[src/rtl/core/shd_pkg.sv]
package shd_pkg;

  localparam logic [10:0] FIRST_YEAR = 11'd1395;
  localparam logic [10:0] LAST_YEAR  = 11'd1403;
  localparam logic [10:0] PAST_YEAR  = 11'd1404;
  localparam logic [3:0]  LAST_MONTH = 4'd12;
  localparam int unsigned NUM_HOLIDAYS = 13;

  localparam logic [3:0] HOL_MONTH [NUM_HOLIDAYS] =
    '{4'd1, 4'd1, 4'd1, 4'd1, 4'd1, 4'd1, 4'd3, 4'd3, 4'd11, 4'd12, 4'd12, 4'd12, 4'd12};
  localparam logic [4:0] HOL_DAY [NUM_HOLIDAYS] =
    '{5'd1, 5'd2, 5'd3, 5'd4, 5'd12, 5'd13, 5'd14, 5'd15, 5'd22, 5'd27, 5'd28, 5'd29, 5'd30};

  localparam logic [2:0] WD_THURSDAY = 3'd4;
  localparam logic [2:0] WD_FRIDAY   = 3'd5;

  typedef enum logic [2:0] {
    ST_IDLE,
    ST_ADV,
    ST_CHECK,
    ST_YEARS,
    ST_MONTHS,
    ST_COMMIT,
    ST_EMIT
  } state_e;

  typedef struct packed {
    logic accept;
    logic adv;
    logic check;
    logic year_step;
    logic month_step;
    logic commit;
    logic emit;
  } cmd_t;

  typedef struct packed {
    logic action;
    logic load_ok;
    logic year_done;
    logic month_done;
    logic out_busy;
  } status_t;

  // month length; leap means year mod 4 is 3
  function automatic logic [4:0] month_len(input logic leap, input logic [3:0] m);
    logic [4:0] len;
    if (m <= 4'd6) begin
      len = 5'd31;
    end else if (m <= 4'd11) begin
      len = 5'd30;
    end else begin
      len = leap ? 5'd30 : 5'd29;
    end
    return len;
  endfunction

  // sum mod 7 of a weekday and a small step
  function automatic logic [2:0] add_mod7(input logic [2:0] wd, input logic [1:0] inc);
    logic [3:0] s;
    s = {1'b0, wd} + {2'b00, inc};
    if (s >= 4'd7) begin
      s = s - 4'd7;
    end
    return s[2:0];
  endfunction

  // remainder by 7 of a value below 35
  function automatic logic [2:0] mod7_small(input logic [4:0] v);
    logic [4:0] r;
    r = v;
    if (r >= 5'd28) r = r - 5'd28;
    if (r >= 5'd14) r = r - 5'd14;
    if (r >= 5'd7)  r = r - 5'd7;
    return r[2:0];
  endfunction

  function automatic logic fixed_holiday(input logic [3:0] m, input logic [4:0] d);
    logic hit;
    hit = 1'b0;
    for (int k = 0; k < NUM_HOLIDAYS; k++) begin
      if (HOL_MONTH[k] == m && HOL_DAY[k] == d) hit = 1'b1;
    end
    return hit;
  endfunction

endpackage

[src/rtl/core/solar_hijri_date_counter.sv]
// an advance beat goes from acceptance through the advance and emit states into the output register
// a load beat is checked; a valid one walks years, then months, and commits; both are then emitted
// a new beat is taken once the previous result sits in the output register
// reset: asynchronous active low, date 1395-01-01 Sunday, no result pending
module solar_hijri_date_counter import shd_pkg::*; (
  input  logic        clk_i,
  input  logic        rst_ni,
  // input channel
  input  logic        in_valid_i,
  output logic        in_stall_o,
  input  logic        action_i,
  input  logic [11:0] load_year_i,
  input  logic [3:0]  load_month_i,
  input  logic [4:0]  load_day_i,
  // result channel
  output logic        out_valid_o,
  input  logic        out_stall_i,
  output logic [10:0] year_out_o,
  output logic [3:0]  month_out_o,
  output logic [4:0]  day_out_o,
  output logic [2:0]  weekday_out_o,
  output logic        is_holiday_o,
  output logic        in_range_o,
  output logic        load_rejected_o
);

  // controller issues at most one command per cycle, datapath reports back
  cmd_t    cmd;
  status_t sts;

  // sequencer: accept, then advance or check and walk a valid load, then hand off to the output register
  shd_ctrl u_ctrl (
    .clk_i      (clk_i),
    .rst_ni     (rst_ni),
    .in_valid_i (in_valid_i),
    .in_stall_o (in_stall_o),
    .sts_i      (sts),
    .cmd_o      (cmd)
  );

  // date registers, mod 7 weekday accumulator and the output register
  shd_datapath u_dp (
    .clk_i           (clk_i),
    .rst_ni          (rst_ni),
    .cmd_i           (cmd),
    .sts_o           (sts),
    .action_i        (action_i),
    .load_year_i     (load_year_i),
    .load_month_i    (load_month_i),
    .load_day_i      (load_day_i),
    .out_valid_o     (out_valid_o),
    .out_stall_i     (out_stall_i),
    .year_out_o      (year_out_o),
    .month_out_o     (month_out_o),
    .day_out_o       (day_out_o),
    .weekday_out_o   (weekday_out_o),
    .is_holiday_o    (is_holiday_o),
    .in_range_o      (in_range_o),
    .load_rejected_o (load_rejected_o)
  );

endmodule

[src/rtl/core/shd_ctrl.sv]
module shd_ctrl import shd_pkg::*; (
  input  logic    clk_i,
  input  logic    rst_ni,
  input  logic    in_valid_i,
  output logic    in_stall_o,
  input  status_t sts_i,
  output cmd_t    cmd_o
);

  state_e state_q, state_d;

  always_ff @(posedge clk_i or negedge rst_ni) begin
    if (!rst_ni) begin
      state_q <= ST_IDLE;
    end else begin
      state_q <= state_d;
    end
  end

  always_comb begin
    state_d    = state_q;
    cmd_o      = '0;
    in_stall_o = 1'b1;
    case (state_q)
      ST_IDLE: begin
        in_stall_o = 1'b0;
        if (in_valid_i) begin
          cmd_o.accept = 1'b1;
          state_d      = sts_i.action ? ST_CHECK : ST_ADV;
        end
      end
      ST_ADV: begin
        cmd_o.adv = 1'b1;
        state_d   = ST_EMIT;
      end
      ST_CHECK: begin
        cmd_o.check = 1'b1;
        state_d     = sts_i.load_ok ? ST_YEARS : ST_EMIT;
      end
      ST_YEARS: begin
        if (sts_i.year_done) begin
          state_d = ST_MONTHS;
        end else begin
          cmd_o.year_step = 1'b1;
        end
      end
      ST_MONTHS: begin
        if (sts_i.month_done) begin
          state_d = ST_COMMIT;
        end else begin
          cmd_o.month_step = 1'b1;
        end
      end
      ST_COMMIT: begin
        cmd_o.commit = 1'b1;
        state_d      = ST_EMIT;
      end
      ST_EMIT: begin
        if (!sts_i.out_busy) begin
          cmd_o.emit = 1'b1;
          state_d    = ST_IDLE;
        end
      end
      default: begin
        state_d = ST_IDLE;
      end
    endcase
  end

endmodule

[src/rtl/core/shd_datapath.sv]
module shd_datapath import shd_pkg::*; (
  input  logic        clk_i,
  input  logic        rst_ni,
  input  cmd_t        cmd_i,
  output status_t     sts_o,
  input  logic        action_i,
  input  logic [11:0] load_year_i,
  input  logic [3:0]  load_month_i,
  input  logic [4:0]  load_day_i,
  output logic        out_valid_o,
  input  logic        out_stall_i,
  output logic [10:0] year_out_o,
  output logic [3:0]  month_out_o,
  output logic [4:0]  day_out_o,
  output logic [2:0]  weekday_out_o,
  output logic        is_holiday_o,
  output logic        in_range_o,
  output logic        load_rejected_o
);

  // current date
  logic [10:0] cur_year_q;
  logic [3:0]  cur_month_q;
  logic [4:0]  cur_day_q;
  logic [2:0]  cur_wd_q;

  // latched load beat
  logic [11:0] ld_year_q;
  logic [3:0]  ld_month_q;
  logic [4:0]  ld_day_q;
  logic        rej_q;

  // weekday walk
  logic [2:0]  acc_q;
  logic [3:0]  yoff_q;
  logic [3:0]  ytgt_q;
  logic [3:0]  mcnt_q;

  logic        out_valid_q;
  logic [10:0] year_out_q;
  logic [3:0]  month_out_q;
  logic [4:0]  day_out_q;
  logic [2:0]  wd_out_q;
  logic        hol_out_q;
  logic        rng_out_q;
  logic        rej_out_q;

  logic        ld_leap;
  logic        load_ok;
  logic        cur_in_range;
  logic [4:0]  cur_len;
  logic [11:0] yoff_full;

  assign ld_leap      = (ld_year_q[1:0] == 2'b11);
  assign cur_in_range = (cur_year_q <= LAST_YEAR);
  assign cur_len      = month_len(cur_year_q[1:0] == 2'b11, cur_month_q);
  assign yoff_full    = ld_year_q - {1'b0, FIRST_YEAR};

  assign load_ok = (ld_year_q >= {1'b0, FIRST_YEAR}) && (ld_year_q <= {1'b0, LAST_YEAR}) &&
                   (ld_month_q >= 4'd1) && (ld_month_q <= LAST_MONTH) &&
                   (ld_day_q >= 5'd1) && (ld_day_q <= month_len(ld_leap, ld_month_q));

  assign sts_o.action     = action_i;
  assign sts_o.load_ok    = load_ok;
  assign sts_o.year_done  = (yoff_q == ytgt_q);
  assign sts_o.month_done = (mcnt_q == ld_month_q);
  assign sts_o.out_busy   = out_valid_q && out_stall_i;

  // load beat and walk registers, payload only
  always_ff @(posedge clk_i) begin
    if (cmd_i.accept) begin
      ld_year_q  <= load_year_i;
      ld_month_q <= load_month_i;
      ld_day_q   <= load_day_i;
    end
    if (cmd_i.check) begin
      acc_q  <= mod7_small(ld_day_q - 5'd1);
      yoff_q <= '0;
      ytgt_q <= yoff_full[3:0];
      mcnt_q <= 4'd1;
    end else if (cmd_i.year_step) begin
      // offset 0 mod 4 is a 366-day year
      acc_q  <= add_mod7(acc_q, (yoff_q[1:0] == 2'b00) ? 2'd2 : 2'd1);
      yoff_q <= yoff_q + 4'd1;
    end else if (cmd_i.month_step) begin
      acc_q  <= add_mod7(acc_q, 2'(month_len(ld_leap, mcnt_q) - 5'd28));
      mcnt_q <= mcnt_q + 4'd1;
    end
  end

  always_ff @(posedge clk_i or negedge rst_ni) begin
    if (!rst_ni) begin
      cur_year_q  <= FIRST_YEAR;
      cur_month_q <= 4'd1;
      cur_day_q   <= 5'd1;
      cur_wd_q    <= 3'd0;
      rej_q       <= 1'b0;
    end else begin
      if (cmd_i.accept) begin
        rej_q <= 1'b0;
      end
      if (cmd_i.check) begin
        rej_q <= !load_ok;
      end
      if (cmd_i.adv && cur_in_range) begin
        if (cur_day_q < cur_len) begin
          cur_day_q <= cur_day_q + 5'd1;
        end else begin
          cur_day_q <= 5'd1;
          if (cur_month_q >= LAST_MONTH) begin
            cur_month_q <= 4'd1;
            cur_year_q  <= cur_year_q + 11'd1;
          end else begin
            cur_month_q <= cur_month_q + 4'd1;
          end
        end
        cur_wd_q <= add_mod7(cur_wd_q, 2'd1);
      end
      if (cmd_i.commit) begin
        cur_year_q  <= ld_year_q[10:0];
        cur_month_q <= ld_month_q;
        cur_day_q   <= ld_day_q;
        cur_wd_q    <= acc_q;
      end
    end
  end

  always_ff @(posedge clk_i or negedge rst_ni) begin
    if (!rst_ni) begin
      out_valid_q <= 1'b0;
    end else if (cmd_i.emit) begin
      out_valid_q <= 1'b1;
    end else if (!out_stall_i) begin
      out_valid_q <= 1'b0;
    end
  end

  always_ff @(posedge clk_i) begin
    if (cmd_i.emit) begin
      year_out_q  <= cur_year_q;
      month_out_q <= cur_month_q;
      day_out_q   <= cur_day_q;
      wd_out_q    <= cur_wd_q;
      hol_out_q   <= (cur_wd_q == WD_THURSDAY) || (cur_wd_q == WD_FRIDAY) ||
                     fixed_holiday(cur_month_q, cur_day_q);
      rng_out_q   <= cur_in_range;
      rej_out_q   <= rej_q;
    end
  end

  assign out_valid_o     = out_valid_q;
  assign year_out_o      = year_out_q;
  assign month_out_o     = month_out_q;
  assign day_out_o       = day_out_q;
  assign weekday_out_o   = wd_out_q;
  assign is_holiday_o    = hol_out_q;
  assign in_range_o      = rng_out_q;
  assign load_rejected_o = rej_out_q;

`ifndef ASSERT_OFF
  a_wd_legal: assert property (@(posedge clk_i) disable iff (!rst_ni)
    cur_wd_q != 3'd7)
    else $error("weekday out of range");

  a_year_bounds: assert property (@(posedge clk_i) disable iff (!rst_ni)
    cur_year_q >= FIRST_YEAR && cur_year_q <= PAST_YEAR)
    else $error("year left the supported span");

  a_saturate: assert property (@(posedge clk_i) disable iff (!rst_ni)
    cmd_i.adv && !cur_in_range |=> $stable(cur_year_q) && $stable(cur_day_q) &&
    $stable(cur_wd_q))
    else $error("date moved past the end of the range");

  a_reject_keeps: assert property (@(posedge clk_i) disable iff (!rst_ni)
    cmd_i.check && !load_ok |=> $stable(cur_year_q) && $stable(cur_month_q) &&
    $stable(cur_day_q) && rej_q)
    else $error("rejected load changed the date");
`endif

endmodule

[config.mk]
export PLATFORM = sky130hd
export DESIGN_NAME = solar_hijri_date_counter
export DESIGN_NICKNAME = d
export VERILOG_FILES = /design/src/rtl/core/shd_pkg.sv /design/src/rtl/core/solar_hijri_date_counter.sv /design/src/rtl/core/shd_ctrl.sv /design/src/rtl/core/shd_datapath.sv
export SDC_FILE = /design/constraint.sdc
export NUM_CORES = 1
export LEC_CHECK = 0
export BUFFER_PORTS_ARGS = -buffer_cell sky130_fd_sc_hd__buf_4
export CAP_MARGIN = 30
export CORE_MARGIN = 2
export CORE_UTILIZATION = 53
export CTS_CLUSTER_SIZE = 16
export DETAILED_ROUTE_END_ITERATION = 8
export PLACE_DENSITY = 0.76
export SYNTH_ARGS = -nofsm -noshare
export SYNTH_HDL_FRONTEND = slang
export SYNTH_SLANG_ARGS = --single-unit
[constraint.sdc]
create_clock -name clk_i -period 3.15 [get_ports clk_i]
set_input_delay 0.1575 -clock clk_i [delete_from_list [all_inputs] [get_ports clk_i]]
set_output_delay 0.1575 -clock clk_i [all_outputs]
set_load 0.01 [all_outputs]
# [Word-level counts from Yosys, hierarchy flattened]
# Cells that the tools add are included.
[totals] regBits=90 inputBits=26 output_inout_bits=28 elab_cells=202
[classes] add_sub_neg=17 magnitude_cmp=21 n_eq_ne=35 muxes=73 n_bitwise=1 n_reduce_logical=34
[ops] operator="5-bit two-way mux" count=11
[ops] operator="11-bit two-way mux" count=4
[ops] operator="3-bit two-way mux" count=14
[ops] operator="1-bit two-way mux" count=30
[ops] operator="5-bit == test (first input constant)" count=5
[ops] operator="4-bit by 5-bit == test with 1-bit output (first input constant)" count=4
[ops] operator="1-bit logical AND" count=20
[ops] operator="2-bit two-way mux" count=9
[ops] operator="3-bit one-hot mux with 6 select lines" count=1
[ops] operator="4-bit less-or-equal comparator (second input constant)" count=4
[ops] operator="4-bit two-way mux" count=4
[ops] operator="3-bit == test (second input constant)" count=5
[ops] operator="4-bit by 1-bit adder with 4-bit output (second input constant)" count=3
[ops] operator="12-bit by 11-bit >= comparator with 1-bit output (second input constant)" count=1
[ops] operator="4-bit by 3-bit >= comparator with 1-bit output (second input constant)" count=3
[ops] operator="12-bit by 11-bit less-or-equal comparator with 1-bit output (second input constant)" count=1
[ops] operator="4-bit by 3-bit less-or-equal comparator with 1-bit output (second input constant)" count=3
[ops] operator="3-bit subtractor (second input constant)" count=4
[ops] operator="11-bit by 1-bit adder with 11-bit output (second input constant)" count=1
[ops] operator="11-bit less-or-equal comparator (second input constant)" count=1
[ops] operator="2-bit by 5-bit == test with 1-bit output (first input constant)" count=2
[ops] operator="2-bit != test (second input constant)" count=5
[ops] operator="3-bit by 2-bit adder with 4-bit output" count=2
[ops] operator="4-bit == test" count=2
[ops] operator="other kinds (35)" count=42

# [Depth between registers and ports, before layout]
[logic_depth] ltp_word=17 depth_mapped=16 mapped_depth_nobuf=15

# [By module]
# A second synthesis with hierarchy kept.
[unflattened] cells_unflattened=494 area_unflattened_um2=5162.5
[by_module_without_submodules] module="shd_datapath" instances=1 cells_per_inst=456 area_each_um2=4877.2 seq_area_each_um2=2418.6
[by_module_without_submodules] module="shd_ctrl" instances=1 cells_per_inst=38 area_each_um2=285.3 seq_area_each_um2=75.1

# [Worst setup path before layout]
# OpenSTA, ideal clock, no wires.
[synth_timing] path_kind="register to register" start="register u_dp.ld_day_q[0]" end="register u_dp.acc_q[1] (data pin)" setup_ns=0.261 t_arrival_ns=3.208 setup_slack_ns=-0.320 path_stages_with_launch=17 period_less_slack_ns=3.470 path_cell_list="edfxtp_1 -> buf_6 -> inv_1 -> ha_1 -> nand2b_1 -> nand2_1 -> ha_1 -> nand3b_1 -> a211oi_2 -> or4b_2 -> o211a_1 -> xnor2_1 -> inv_1 -> ha_1 -> o21ai_0 -> a41o_2 -> a21oi_1"
[synth_between] elab_chain_cells=10
[synth_rtl] element="start: declaration" line="shd_datapath.sv:30" rtl="logic [4:0] ld_day_q;"
[synth_rtl] element="start signal: assignment" line="shd_datapath.sv:74" rtl="ld_day_q <= load_day_i;"
[synth_rtl] element="5-bit by 1-bit subtractor with 5-bit output (*)" line="shd_datapath.sv:77" rtl="acc_q <= mod7_small(ld_day_q - 5'd1);"
[synth_rtl] element="5-bit subtractor or 5-bit >= comparator (tied branches)" line="shd_pkg.sv:72" rtl="if (r >= 5'd28) r = r - 5'd28;"
[synth_rtl] element="5-bit two-way mux (*)" line="shd_pkg.sv:72"
[synth_rtl] element="5-bit two-way mux (*)" line="shd_datapath.sv:76" rtl="if (cmd_i.check) begin"
[synth_rtl] element="5-bit by 4-bit subtractor with 5-bit output or 5-bit by 4-bit >= comparator with 1-bit output (tied branches)" line="shd_pkg.sv:73" rtl="if (r >= 5'd14) r = r - 5'd14;"
[synth_rtl] element="5-bit two-way mux (*)" line="shd_pkg.sv:73"
[synth_rtl] element="5-bit two-way mux (*)" line="shd_datapath.sv:76"
[synth_rtl] element="5-bit by 3-bit >= comparator with 1-bit output or 3-bit subtractor (tied branches)" line="shd_pkg.sv:74" rtl="if (r >= 5'd7) r = r - 5'd7;"
[synth_rtl] element="3-bit two-way mux (*)" line="shd_pkg.sv:74"
[synth_rtl] element="3-bit two-way mux (*)" line="shd_datapath.sv:76"
[synth_rtl] element="end signal: assignment" line="shd_datapath.sv:77"
[synth_rtl] element="end signal: assignment" line="shd_datapath.sv:83" rtl="acc_q <= add_mod7(acc_q, (yoff_q[1:0] == 2'b00) ? 2'd2 : 2'd1);"
[synth_rtl] element="end signal: assignment" line="shd_datapath.sv:86" rtl="acc_q <= add_mod7(acc_q, 2'(month_len(ld_leap, mcnt_q) - 5'd28));"
[synth_rtl] element="end: declaration" line="shd_datapath.sv:34" rtl="logic [2:0] acc_q;"
# Every way passes the cells marked *; elsewhere a longest branch is shown, timed or not. The select of a mux whose other input is x is not followed.
# A chain may end at the register's enable or synchronous reset.

# [Worst setup path in the final report]
[layout_timing] start="register u_dp.ld_day_q[0]" end="register u_dp.acc_q[2] (data pin)"
# The elaborated chain is that of the path after synthesis.

==> flow_summary.ini <==
[run_status]
status = finished with violations
violations = setup timing

[place]
port_buffers = 53
place_ws_ns = -0.07469
place_congestion = 0.9310
dp_hpwl_um = 8101

[die]
die-area_sq_um = 10310
io_pins = 54
core_sq_um = 9240
die_x_um = 101.5
die_h_um = 101.5
std_cell_rows = 35
start_util_pct = 54.54

[global_route]
grt_antenna_before_repair = 0
grt_overflow = 0
grt_use_total_pct = 23.75
grt_pass1_vias = 3993
grt_pass1_wl_um = 19150
grt_max_degree = 29

[sta]
max_slew.worst_pin.slew_ns = 0.7069
rsz0062_at_grt = true
clock.fmax_ghz = 0.3164
setup_ws_ns = -0.01068
hold_viol = 0
maxSlewHeadroom_pct = 52.87
holdWs_ns = 0.01335
setup_viol = 1
fin_crit_sh_pct = 100.3
fin_tns_setup_ns = -0.01068
finalCriticalPeriod_ns = 3.161
drv_slew = 0
skew_ns = 0.01096

[drt]
viasPerCell = 5.735
antenna_left = 0
num_vias = 4141
drt-initial-drc-count = 298
routed_wl_um = 11790
wl_per_cell_um = 16.33
first_pass_iters = 5
drcViolationCount = 0

[yosys]
yosys.area.top_type = edfxtp_1
synth_seq_cells = 90
synth-simple-area-share_pct = 15.42
async_flop_share_pct = 31.11
synth_warnings = 0
synth.top_cells.by_area = edfxtp_1, dfrtp_1, ha_1, dfstp_2, o21ai_0
synthCells = 490
synth_xor_area_share_pct = 3.997
synthDistinctLibCells = 66
syn_nets = 551
synth_compound_area_share_pct = 16.58
ys.flop_type = edfxtp_1
netlist.area_leader.share_pct = 32.17
synth_area_sq_um = 5040
synth-edff-count = 54
synthAdderAreaFrac_pct = 8.987
synth_top_family_by_area = compound AO/OA/AOI/OAI gates
avgSynthCellArea_sq_um = 10.29
synthMuxAreaShare_pct = 1.192
ys_seq_area_share_pct = 49.48

[worst_setup_path]
start_kind = flop
reg2reg_depth = 14
reg2reg_from = u_dp.ld_day_q[0]
r2r_slack_ns = -0.01
end_kind = flop
arrival_ns = 3.37
crit_path_max_fanout = 5
rr_endpoint = u_dp.acc_q[2]
crit_type = reg2reg
worstPathRequired_ns = 3.36

[worst_hold_path]
hp-class = in2reg
min_from = out_stall_i
whs_path_depth = 3
min_to = u_dp.out_valid_o

[finish]
final_cell_mix = buf_4, edfxtp_1, nand2_1
final_common_cell = buf_4
syn2layout_area_growth_pct = 23.98
num-nets-final = 649
drive_gt1_share_pct = 22.26
diodes = 0

[flow_run]
maxCapViolations = 0

[cts]
cts-root-buf = clkbuf_8
path_clk_slew_ns = 0.10
cts_tree = built
cts.sinks = 90
cts.path.max_buffers = 2
htreeDepth = 3
insertion_delay_ns = 0.36
cts_made_buffers = 9

[power_and_ir_drop]
p_per_area_nw_per_um2 = 894.0
p_leak_nw = 2.579
max-vdd-ir-drop_uv = 703.2
[metrics by stage]
stage	utilization [%]	area [sq um]	cells	power, mW
after floorplan	-	5072	490	3.896
after global routing	67.62	6248	722	6.031
final	67.62	6248	722	5.586
after global placement	61.94	5723	677	4.518
after CTS	67.24	6213	720	5.526
after detailed placement	61.94	5723	677	4.652
[cells in the mapped netlist, drive strengths merged, types with 3 or more instances]
cell type / number
a211oi: 4
a21o: 4
a21oi: 30
a221o: 3
a22oi: 4
a31oi: 6
and3: 6
buf: 3
clkbuf: 15
dfrtp: 19
dfstp: 9
dfxtp: 8
edfxtp: 54
ha: 33
inv: 35
mux2i: 6
nand2: 48
nand2b: 4
nand3: 15
nand3b: 4
nand4: 5
nor2: 33
nor2b: 3
nor3: 11
nor3b: 4
nor4: 5
o211ai: 5
o21ai: 40
o21bai: 3
o221ai: 4
o22ai: 4
or3: 3
or4b: 3
xnor2: 12
xor2: 11
[flip-flops by register name, indices dropped and copies added, names as in the netlist, 5 cells and up]
register	count
u_dp.year_out_o	11
u_dp.ld_year_q	12
u_dp.cur_day_q	5
u_dp.ld_day_q	5
u_dp.cur_year_q	11
u_dp.day_out_o	5
[critical path, stage by stage (launching register included)]
cell and delay, ns:
edfxtp_1 0.48, inv_4 0.11, ha_4 0.15, nand2b_4 0.13, nand2_4 0.05, ha_4 0.27, or3b_1 0.13, a21oi_2 0.07
or4b_4 0.54, o211a_1 0.15, xnor2_2 0.15, inv_2 0.07, ha_4 0.13, or4b_1 0.45, a31oi_1 0.14
[kinds of logic after synthesis]
family                     after synthesis
AOI/OAI and AO/OA                      129
xor gates and xnor gates                23
adders and majority gates               35
buffers and inverters                   53
DFF                                     90
muxes                                    6
and+or+nand+nor                        154
[how the worst max path moves through the flow]
stage	endpoint	slack, ns	startpoint	depth (start not counted)
after global placement	u_dp.acc_q[2]	0.04	u_dp.ld_day_q[1]	14
after detailed placement	u_dp.acc_q[2]	-0.07	u_dp.ld_day_q[1]	14
after CTS	u_dp.acc_q[2]	-0.05	u_dp.ld_day_q[0]	14
after floorplan	u_dp.acc_q[2]	0.009	u_dp.ld_day_q[0]	15
after global routing	u_dp.acc_q[2]	-0.16	u_dp.ld_day_q[0]	14
final	u_dp.acc_q[2]	-0.01	u_dp.ld_day_q[0]	14
[report_power, final]
group	switching (mW)	internal [mW]	total [mW]	leakage (nW)
clock network	0.436	0.377	0.814	0.0950
logic	1.37	1.18	2.55	1.60
registers	0.434	1.78	2.22	0.889
total	2.25	3.34	5.59	2.58
[layer usage]
layer  wire, um  track usage, %  vias up
met5          0               0        -
met4        214           9.044        0
met3        617           3.382       22
met2       5839           39.68      162
met1       5120           31.47     1964
li1           -               -     1993
[cell type report]
class | instances | area, sq um
Multi-Input combinational cell | 347 | 2415
Tap cell | 129 | 161.4
Clock buffer | 10 | 127.6
Clock inverter | 6 | 73.82
Inverter | 35 | 133.9
Fill cell | 682 | 2992
Sequential cell | 90 | 2494
Timing Repair Buffer | 105 | 843.3
[repair_timing]
item | 4_1_cts | 5_1_grt
buffers inserted | 5 | 2
gates resized for setup | 6 | 4
pin swaps | 9 | 3
hold endpoints to repair | 40 | 0
hold buffers | 22 | 0
endpoints found under the setup margin | 3 | 3
Note: power is estimated with default switching activity, not from simulation.
